==> src/design/bslp_pkg.sv <==
`default_nettype none

package bslp_pkg;

  // Field widths
  localparam int unsigned RunW  = 8;
  localparam int unsigned TickW = 16;
  localparam int unsigned CfgW  = 16;
  localparam int unsigned IdxW  = 3;

  // Saturation limits
  localparam logic [RunW-1:0]  RunMax  = {RunW{1'b1}};
  localparam logic [TickW-1:0] TickMax = {TickW{1'b1}};

  // Register reset values
  localparam logic             ActiveLowRst = 1'b1;
  localparam logic [RunW-1:0]  DebounceRst  = 8'd3;
  localparam logic [TickW-1:0] LongRst      = 16'd50;
  localparam logic [TickW-1:0] GuardRst     = 16'd250;
  localparam logic [TickW-1:0] BlinkRst     = 16'd25;

  // Register indexes
  typedef enum logic [IdxW-1:0] {
    CFG_ACTIVE_LOW  = 3'd0,
    CFG_DEBOUNCE    = 3'd1,
    CFG_LONG_TICKS  = 3'd2,
    CFG_GUARD_TICKS = 3'd3,
    CFG_BLINK_TICKS = 3'd4
  } cfg_idx_e;

  // Live configuration
  typedef struct packed {
    logic             active_low;
    logic [RunW-1:0]  debounce_count;
    logic [TickW-1:0] long_press_ticks;
    logic [TickW-1:0] guard_ticks;
    logic [TickW-1:0] blink_ticks;
  } cfg_t;

  // One result beat
  typedef struct packed {
    logic key_down;
    logic short_event;
    logic long_event;
    logic shutdown_latched;
    logic heartbeat_led;
  } res_t;

  // Saturating increment of a tick counter
  function automatic logic [TickW-1:0] sat_inc16(input logic [TickW-1:0] v);
    sat_inc16 = (v == TickMax) ? v : v + 1'b1;
  endfunction

endpackage

`default_nettype wire

==> src/design/bslp_cfg_regs.sv <==
`default_nettype none

module bslp_cfg_regs (
  input  wire logic                        clk_i,
  input  wire logic                        rst_ni,
  input  wire logic                        cfg_we_i,
  input  wire logic [bslp_pkg::IdxW-1:0]   cfg_idx_i,
  input  wire logic [bslp_pkg::CfgW-1:0]   cfg_data_i,
  output bslp_pkg::cfg_t                   cfg_o
);

  bslp_pkg::cfg_t cfg_q, cfg_d;

  // Register write decode; unknown indexes are dropped
  always_comb begin
    cfg_d = cfg_q;
    if (cfg_we_i) begin
      unique case (bslp_pkg::cfg_idx_e'(cfg_idx_i))
        bslp_pkg::CFG_ACTIVE_LOW:  cfg_d.active_low       = cfg_data_i[0];
        bslp_pkg::CFG_DEBOUNCE:    cfg_d.debounce_count   = cfg_data_i[bslp_pkg::RunW-1:0];
        bslp_pkg::CFG_LONG_TICKS:  cfg_d.long_press_ticks = cfg_data_i[bslp_pkg::TickW-1:0];
        bslp_pkg::CFG_GUARD_TICKS: cfg_d.guard_ticks      = cfg_data_i[bslp_pkg::TickW-1:0];
        bslp_pkg::CFG_BLINK_TICKS: cfg_d.blink_ticks      = cfg_data_i[bslp_pkg::TickW-1:0];
        default:                   cfg_d = cfg_q;
      endcase
    end
  end

  always_ff @(posedge clk_i or negedge rst_ni) begin
    if (!rst_ni) begin
      cfg_q.active_low       <= bslp_pkg::ActiveLowRst;
      cfg_q.debounce_count   <= bslp_pkg::DebounceRst;
      cfg_q.long_press_ticks <= bslp_pkg::LongRst;
      cfg_q.guard_ticks      <= bslp_pkg::GuardRst;
      cfg_q.blink_ticks      <= bslp_pkg::BlinkRst;
    end else begin
      cfg_q <= cfg_d;
    end
  end

  assign cfg_o = cfg_q;

endmodule

`default_nettype wire

==> src/design/bslp_core.sv <==
`default_nettype none

module bslp_core (
  input  wire logic           clk_i,
  input  wire logic           rst_ni,
  input  bslp_pkg::cfg_t      cfg_i,
  input  wire logic           step_i,
  input  wire logic           pin_level_i,
  output bslp_pkg::res_t      res_o
);

  logic                        last_q, last_d;
  logic [bslp_pkg::RunW-1:0]   run_q, run_d;
  logic                        deb_q, deb_d;
  logic                        lf_q, lf_d;
  logic [bslp_pkg::TickW-1:0]  hold_q, hold_d;
  logic [bslp_pkg::TickW-1:0]  up_q, up_d;
  logic                        sd_q, sd_d;
  logic                        led_q, led_d;
  logic [bslp_pkg::TickW-1:0]  blink_q, blink_d;

  logic                        pressed;
  logic                        toggle;
  logic [bslp_pkg::TickW-1:0]  blink_base;
  logic                        trans;
  logic                        lf_mid;
  logic [bslp_pkg::TickW-1:0]  hold_mid;
  logic                        short_ev;
  logic                        long_ev;

  // Pin polarity
  assign pressed = cfg_i.active_low ? ~pin_level_i : pin_level_i;

  // Heartbeat toggle
  assign toggle     = (blink_q >= cfg_i.blink_ticks);
  assign led_d      = led_q ^ toggle;
  assign blink_base = toggle ? '0 : blink_q;

  // Run counter, restarts at one on a changed sample
  always_comb begin
    last_d = pressed;
    if (pressed == last_q) begin
      run_d = (run_q == bslp_pkg::RunMax) ? run_q : run_q + 1'b1;
    end else begin
      run_d = {{(bslp_pkg::RunW-1){1'b0}}, 1'b1};
    end
  end

  // Debounced transition and press classification
  assign trans    = (run_d >= cfg_i.debounce_count) && (pressed != deb_q);
  assign deb_d    = trans ? pressed : deb_q;
  assign lf_mid   = trans ? 1'b0 : lf_q;
  assign hold_mid = (trans && pressed) ? '0 : hold_q;
  assign short_ev = trans && !pressed && !lf_q && !sd_q;
  assign long_ev  = deb_d && !lf_mid && !sd_q &&
                    (up_q >= cfg_i.guard_ticks) && (hold_mid >= cfg_i.long_press_ticks);
  assign lf_d     = lf_mid | long_ev;
  assign sd_d     = sd_q | long_ev;

  // Saturating timers
  assign hold_d  = bslp_pkg::sat_inc16(hold_mid);
  assign up_d    = bslp_pkg::sat_inc16(up_q);
  assign blink_d = bslp_pkg::sat_inc16(blink_base);

  // Result of this beat, registered downstream
  always_comb begin
    res_o.key_down         = deb_d;
    res_o.short_event      = short_ev;
    res_o.long_event       = long_ev;
    res_o.shutdown_latched = sd_d;
    res_o.heartbeat_led    = led_d;
  end

  // State update once per accepted beat
  always_ff @(posedge clk_i or negedge rst_ni) begin
    if (!rst_ni) begin
      last_q  <= 1'b0;
      run_q   <= {{(bslp_pkg::RunW-1){1'b0}}, 1'b1};
      deb_q   <= 1'b0;
      lf_q    <= 1'b0;
      hold_q  <= '0;
      up_q    <= '0;
      sd_q    <= 1'b0;
      led_q   <= 1'b1;
      blink_q <= '0;
    end else if (step_i) begin
      last_q  <= last_d;
      run_q   <= run_d;
      deb_q   <= deb_d;
      lf_q    <= lf_d;
      hold_q  <= hold_d;
      up_q    <= up_d;
      sd_q    <= sd_d;
      led_q   <= led_d;
      blink_q <= blink_d;
    end
  end

endmodule

`default_nettype wire

==> src/design/bslp_out_reg.sv <==
`default_nettype none

module bslp_out_reg (
  input  wire logic           clk_i,
  input  wire logic           rst_ni,
  input  wire logic           in_valid_i,
  output logic                in_stall_o,
  output logic                step_o,
  input  bslp_pkg::res_t      res_i,
  output logic                out_valid_o,
  input  wire logic           out_stall_i,
  output bslp_pkg::res_t      res_o
);

  logic           valid_q, valid_d;
  bslp_pkg::res_t res_q;

  // Input waits only while a held result is stalled
  assign in_stall_o = valid_q & out_stall_i;
  assign step_o     = in_valid_i & ~in_stall_o;

  always_comb begin
    valid_d = valid_q;
    if (step_o) begin
      valid_d = 1'b1;
    end else if (!out_stall_i) begin
      valid_d = 1'b0;
    end
  end

  always_ff @(posedge clk_i or negedge rst_ni) begin
    if (!rst_ni) begin
      valid_q <= 1'b0;
    end else begin
      valid_q <= valid_d;
    end
  end

  // Payload, no reset
  always_ff @(posedge clk_i) begin
    if (step_o) begin
      res_q <= res_i;
    end
  end

  assign out_valid_o = valid_q;
  assign res_o       = res_q;

endmodule

`default_nettype wire

==> src/design/button_short_long_press_classifier_top.sv <==
// Debounced short/long key press classifier with heartbeat LED. Each input beat
// is one poll tick carrying the raw key pin level; each accepted beat yields
// exactly one result beat in the next cycle, from the result register. The block
// takes a beat every cycle: the state update is a single pass of narrow compare
// and increment logic, and the result register only holds off input while a
// finished result is stalled. Configuration writes take effect on the next beat
// and should be made while no result is pending.
`default_nettype none

module button_short_long_press_classifier_top (
  input  wire logic                      clk_i,
  input  wire logic                      rst_ni,
  input  wire logic                      cfg_we_i,
  input  wire logic [bslp_pkg::IdxW-1:0] cfg_idx_i,
  input  wire logic [bslp_pkg::CfgW-1:0] cfg_data_i,
  input  wire logic                      in_valid_i,
  output logic                           in_stall_o,
  input  wire logic                      pin_level_i,
  output logic                           out_valid_o,
  input  wire logic                      out_stall_i,
  output logic                           key_down_o,
  output logic                           short_event_o,
  output logic                           long_event_o,
  output logic                           shutdown_latched_o,
  output logic                           heartbeat_led_o
);

  bslp_pkg::cfg_t cfg;
  bslp_pkg::res_t res_next;
  bslp_pkg::res_t res_out;
  logic           step;

  bslp_cfg_regs u_cfg (
    .clk_i      (clk_i),
    .rst_ni     (rst_ni),
    .cfg_we_i   (cfg_we_i),
    .cfg_idx_i  (cfg_idx_i),
    .cfg_data_i (cfg_data_i),
    .cfg_o      (cfg)
  );

  bslp_core u_core (
    .clk_i       (clk_i),
    .rst_ni      (rst_ni),
    .cfg_i       (cfg),
    .step_i      (step),
    .pin_level_i (pin_level_i),
    .res_o       (res_next)
  );

  bslp_out_reg u_out (
    .clk_i       (clk_i),
    .rst_ni      (rst_ni),
    .in_valid_i  (in_valid_i),
    .in_stall_o  (in_stall_o),
    .step_o      (step),
    .res_i       (res_next),
    .out_valid_o (out_valid_o),
    .out_stall_i (out_stall_i),
    .res_o       (res_out)
  );

  assign key_down_o         = res_out.key_down;
  assign short_event_o      = res_out.short_event;
  assign long_event_o       = res_out.long_event;
  assign shutdown_latched_o = res_out.shutdown_latched;
  assign heartbeat_led_o    = res_out.heartbeat_led;

endmodule

`default_nettype wire

==> config.mk <==
export PLATFORM = sky130hd
export DESIGN_NAME = button_short_long_press_classifier_top
export DESIGN_NICKNAME = d
export VERILOG_FILES = /design/src/design/bslp_pkg.sv /design/src/design/bslp_cfg_regs.sv /design/src/design/bslp_core.sv /design/src/design/bslp_out_reg.sv /design/src/design/button_short_long_press_classifier_top.sv
export SDC_FILE = /design/constraint.sdc
export NUM_CORES = 1
export LEC_CHECK = 0
export BUFFER_PORTS_ARGS = -buffer_cell sky130_fd_sc_hd__buf_2
export CORE_MARGIN = 5
export CORE_UTILIZATION = 45
export DETAILED_ROUTE_END_ITERATION = 12
export GPL_TIMING_DRIVEN = 0
export SYNTH_ARGS = -nofsm -noshare
export SYNTH_HDL_FRONTEND = slang
export SYNTH_HIERARCHICAL = 1
export SYNTH_SLANG_ARGS = --single-unit
==> constraint.sdc <==
create_clock -name clk_i -period 11.4 [get_ports clk_i]
set_input_delay 1.14 -clock clk_i [delete_from_list [all_inputs] [get_ports clk_i]]
set_output_delay 1.14 -clock clk_i [all_outputs]
set_load 0.01 [all_outputs]
# ---- Word level (Yosys, flattened, before mapping)
# Index checks and enable logic that the tools add are counted.
dict set report classes {
  n_eq_ne 11
  n_mux 11
  magnitude_cmp 4
  bitwise_logic 8
  n_reduce_logical 20
  addsub 4
}
# operator n
set op_table {}
lappend op_table {{two-way mux 16 bit} 4}
lappend op_table {{adder 16 x 1 -> 16 bit (second input constant)} 3}
lappend op_table {{equality test 16 bit (second input constant)} 3}
lappend op_table {{greater-or-equal comparator 16 bit} 3}
lappend op_table {{two-way mux 8 bit} 2}
lappend op_table {{AND reduction 2 bit} 6}
lappend op_table {{logical AND 1 bit} 9}
lappend op_table {{adder 8 x 1 -> 8 bit (second input constant)} 1}
lappend op_table {{equality test 8 bit (second input constant)} 1}
lappend op_table {{greater-or-equal comparator 8 bit} 1}
lappend op_table {{equality test 3 x 2 -> 1 bit (second input constant)} 2}
lappend op_table {{two-way mux 1 bit} 5}
lappend op_table {{logical NOT 1 bit} 4}
lappend op_table {{equality test 3 x 1 -> 1 bit (second input constant)} 1}
lappend op_table {{equality test 3 bit (second input constant)} 1}
lappend op_table {{logical NOT 3 bit} 1}
lappend op_table {{NOT 1 bit} 3}
lappend op_table {{AND 1 bit} 2}
lappend op_table {{!= test 2 x 1 -> 1 bit (second input constant)} 1}
lappend op_table {{OR 1 bit} 2}
lappend op_table {{equality test 1 bit} 1}
lappend op_table {{!= test 1 bit} 1}
lappend op_table {{XOR 1 bit} 1}
dict set report word_totals {
  in_bits 25
  ff_bits 124
  out_inout_bits 7
  word_cells 78
}

# ---- Depth between registers and ports, before layout
dict set report logic_depth {
  depth_word 13
  depth_mapped 23
}

# ---- Hierarchy
# The synthesis kept the hierarchy.
# mod n_inst area_per_inst_um2 cells_per_inst
set by_module_without_submodules {}
lappend by_module_without_submodules {bslp_core 1 4773.3 552}
lappend by_module_without_submodules {bslp_cfg_regs 1 2255.9 125}
lappend by_module_without_submodules {bslp_out_reg 1 200.2 9}

# ---- Least setup slack after synthesis
# OpenSTA, ideal clock, no wires.
dict set report synth_timing {
  kind {input port to flip-flop}
  from {in pin_level_i}
  to {reg u_core/hold_q[1] (netlist bit)}
  setup_time_ps 125
  required_ps 11275
  n_path_buf 1
  path_stages 15
  slack_ps 6516
  arrival_ps 4759
  cell_sequence {xnor2_1 > xnor2_1 > nor3_1 > ha_1 > and3_1 > o21ai_0 > o311ai_2 > nand2_1 > clkbuf_1 > and2_1 > ha_1 > nand4_1 > or4_1 > o21ai_0 > mux2_2}
}
dict set report synth_via {
  elab_chain_cells 10
  word_cells_on_any_way 12
  cone_classes {add/sub (1); order compare (1); eq/ne (3); mux (4); bitwise (1); reduce/logical (2)}
}
# item line
set synth_lines {}
lappend synth_lines {{from (decl)} button_short_long_press_classifier_top.sv:18} ;# input wire logic pin_level_i,
lappend synth_lines {{NOT 1 bit} bslp_core.sv:32} ;# assign pressed = cfg_i.active_low ? ~pin_level_i : pin_level_i;
lappend synth_lines {{two-way mux 1 bit (*)} bslp_core.sv:32}
lappend synth_lines {{equality test 1 bit (*)} bslp_core.sv:42} ;# if (pressed == last_q) begin
lappend synth_lines {{two-way mux 8 bit (*)} bslp_core.sv:42}
lappend synth_lines {{named net u_core.run_d, one bit} bslp_core.sv:13} ;# logic [bslp_pkg::RunW-1:0] run_q, run_d;
lappend synth_lines {{greater-or-equal comparator 8 bit (*)} bslp_core.sv:50} ;# assign trans = (run_d >= cfg_i.debounce_count) && (pressed != deb_q);
lappend synth_lines {{logical AND 1 bit (*)} bslp_core.sv:50}
lappend synth_lines {{logical AND 1 bit (*)} bslp_core.sv:53} ;# assign hold_mid = (trans && pressed) ? '0 : hold_q;
lappend synth_lines {{two-way mux 16 bit (*)} bslp_core.sv:53}
lappend synth_lines {{adder 16 x 1 -> 16 bit / equality test 16 bit (equally long branches)} bslp_pkg.sv:51} ;# sat_inc16 = (v == TickMax) ? v : v + 1'b1;
lappend synth_lines {{two-way mux 16 bit (*)} bslp_pkg.sv:51}
lappend synth_lines {{to (signal assigned)} bslp_core.sv:91} ;# hold_q <= hold_d;
lappend synth_lines {{to (decl)} bslp_core.sv:16} ;# logic [bslp_pkg::TickW-1:0] hold_q, hold_d;
# Mark *: on every way through the listed nets, which the timed path passes. The rest lies on a longest branch.
# A chain may end at the register's enable or synchronous reset.

# ---- Worst setup path after layout
# Ends and elaborated chain as after synthesis.

==> run metrics <==
run status complete, no violations; WP buf/inv 2; fraction of synthesized area in multiplexers a little under an eighth; synthesized cell area roughly 0.0072 mm²; GR Overflow Total 0; Initial Utilization 45.68%; slew margin rel. between 30 and 40%; Crit-path slowest cell xnor2_1; Post-CTS Setup Repair Bufs 0; delay-heaviest family, CP simple AND/OR/NAND/NOR gates; RSZ-0062 raised after global routing no; clk_lat worst skew 0.42 ns; worst hold stages 1; Reg2Reg Depth 15; Final setup viols 0; crit end category flop; Period minus WS final roughly 5.9 ns; ys flop type dfrtp_1; Yosys reg bits 124; TritonCTS Sinks around 120; Area growth syn-to-layout 14.57%; reg2reg setup slack between 5 and 6 ns; Worst Max-Slew Pin Slew 0.9166 ns; Mapped Cells approximately 690; DIE HEIGHT around 140 µm; Post-Synth Adder-Cell Area 10.38%; Pwr per Cell Area between 150 and 200 mW/mm²; CP max stage delay slightly below 0.7 ns; Final nets slightly above 800; RePlAce Congestion about 0.84; Worst-path clk slew approximately 0.060 ns; hpwl dp approximately 12000 µm; CTS HTree Levels 4; Cells after DPL ~930; number of flops mapped to enable cells by yosys 5; YS warnings 6; core area ~0.016 mm²; largest net degree at the start of global routing 91; clock tree buffer depth 2; WP data required about 12 ns; Arrival @ worst endpoint about 6.2 ns; Lkg Pwr slightly below 4 nW; post-synth cell types between 60 and 70; total number of vias about 5300; Synth Area in Compound Gates about a tenth; Pwr Total ~0.0016 W; Chip Width about 140 µm; cts repair resizes 0; Iter 0 DRT Violations 301; post-route ant nets 0; CP Class in2reg; sequential area share after synthesis roughly 44%; Startpoint Class input pin; max frequency around 0.17 GHz; drt first pass iters 5; vias in the first global route 5263; # DRC 0; total global-route track usage between 10% and 20%; skew final roughly 0.012 ns; Max rail drop VDD approximately 0.12 mV; Post-CTS Hold Buffers 0; total of max-cap violations 0; Final Instance Count excl. Fillers approximately 970; first-pass GRT wire length about 27000 µm; WL final between 15000 and 20000 µm; number of I/O port buffers 31; vias per cell roughly 5.4; Setup TNS Final 0 ns; overall die area between 0.015 and 0.02 mm²; largest family of logic cells by synthesized area simple AND/OR/NAND/NOR gates; diode count 0; class of the worst hold path reg2reg; Avg Cell Area, Syn roughly 11 µm²; pins over their slew limit 0; Async SR Flop Fraction a little over nine tenths; IO Pins 32; number of core rows between 40 and 50; Worst R2R Start u_cfg/cfg_o[56]$_DFFE_PN1P_; final core area utilization 52.33%; reg2reg end u_core/hold_q[1]$_DFFE_PN0P_; Critical Path Fanout Max 10; Final Hold Violating Endpoints 0; simple-gate share of the synthesized area roughly 16%; Hold Path Origin u_core/led_q$_DFFE_PN1P_; syn_nets 771; CTS buffer count 17; initial antenna violation count 0; fin crit share about half; fraction of layout cells with a size suffix above 1 about a quarter; TritonCTS clock tree yes; DR WL/cell about 17 µm; Synth Area in XOR/XNOR 3.634%; Cell Chain, Critical Path buf_2 -> xnor2_1 -> xnor2_1 -> nor3_1 -> ha_1 -> and3_1 -> o21ai_0 -> o311ai_2 -> nand2_1 -> clkbuf_1 -> and2_1 -> ha_1 -> nand4_1 -> or4_1 -> o21ai_0 -> mux2_2; hold path endpoint u_core/led_q$_DFFE_PN1P_; Root Buffer clkbuf_16
[logic make-up after synthesis]
logic type,count (synthesis)
buffers and inverters,83
AND/OR/NAND/NOR,212
AO/OA/AOI/OAI,108
adder cells (fa/ha/maj),60
multiplexers,69
XOR/XNOR,30
flip-flops,124
[synth_stat cells (5+ instances only)]
library cell	number	area (µm²)
nand4_1	20	125.1
xor2_1	15	131.4
nand2_1	39	146.4
dfrtp_1	102	2552
o311ai_0	5	43.79
nand3_1	46	230.2
nor3_1	8	40.04
buf_4	6	45.04
a21o_1	14	105.1
mux2_4	11	165.2
nor2_1	32	120.1
ha_1	60	750.7
edfxtp_1	5	150.1
mux2_2	56	630.6
o21ai_0	23	115.1
and4_1	5	43.79
xnor2_1	15	131.4
dfstp_2	17	446.7
nand2b_1	8	50.05
a21oi_1	36	180.2
inv_1	62	232.7
and2_1	19	118.9
[final cells by class]
class | count | area [µm²]
Clock buffer | 20 | 457.9
Buffer | 20 | 147.6
Clock inverter | 12 | 136.4
Tap cell | 216 | 270.3
Fill cell | 1400 | 7545
Inverter | 63 | 236.5
Timing Repair Buffer | 32 | 188.9
Multi-Input combinational cell | 479 | 3696
Sequential cell | 124 | 3149
[registers in the layout, summed over array words and instances, names as in the netlist]
register and cells:
u_out/out_valid_o 1, u_cfg/cfg_o 57, u_core/lf_q 1, u_core/last_q 1, u_core/sd_q 1, u_core/hold_q 16
u_out/res_o 5, u_core/led_q 1, u_core/up_q 16, u_core/blink_q 16, u_core/deb_q 1, u_core/run_q 8
[worst max path at each step]
stage	slack (ns)	cells past startpoint	start	endpoint
2_1_floorplan	6.52	15	pin_level_i	u_core/hold_q[1]$_DFFE_PN0P_
3_5_place_dp	5.16	16	pin_level_i	u_core/hold_q[1]$_DFFE_PN0P_
6_report	5.52	16	pin_level_i	u_core/hold_q[1]$_DFFE_PN0P_
5_1_grt	5.06	17	pin_level_i	u_core/hold_q[1]$_DFFE_PN0P_
4_1_cts	5.55	16	pin_level_i	u_core/hold_q[1]$_DFFE_PN0P_
3_3_place_gp	5.27	16	pin_level_i	u_core/hold_q[1]$_DFFE_PN0P_
[stage by stage]
step | hold WS [ns] | instance area, µm² | setup slack (ns)
6_report | 0.4935 | 8283 | 5.516
5_1_grt | 0.4980 | 8283 | 5.056
4_1_cts | 0.4960 | 8283 | 5.549
3_5_place_dp | 0.4924 | 7689 | 5.157
3_3_place_gp | 0.4835 | 7655 | 5.270
2_1_floorplan | 0.4662 | 7229 | 6.516
[cell usage in the layout, fill, tap and decap left out, types with 6 or more instances in the layout]
cell type / Yosys / layout
dfrtp_1: 102 / 102
inv_1: 62 / 62
ha_1: 60 / 60
mux2_2: 56 / 56
nand3_1: 46 / 46
nand2_1: 39 / 39
a21oi_1: 36 / 36
buf_2: 3 / 33
nor2_1: 32 / 32
o21ai_0: 23 / 23
nand4_1: 20 / 20
and2_1: 19 / 19
clkbuf_16: 0 / 18
dfstp_2: 17 / 17
xnor2_1: 15 / 15
xor2_1: 15 / 15
a21o_1: 14 / 14
mux2_4: 11 / 11
nand2b_1: 8 / 8
nor3_1: 8 / 8
clkbuf_1: 4 / 6
buf_4: 6 / 6
[power by group]
part,switching (W),internal [W]
combinational,0.000221,0.000206
clock,0.000201,0.000336
sequential,0.0000920,0.000549
total,0.000514,0.00109
[metal layers]
layer  GRT usage [%]  up-vias  routed length [µm]
met5               0        -                   0
met4           4.927        0                 144
met3           4.779       16                 637
met2           29.85       94                7619
met1           24.72     2586                7569
li1                -     2555                   -
Note: power is estimated with default switching activity, not from simulation.
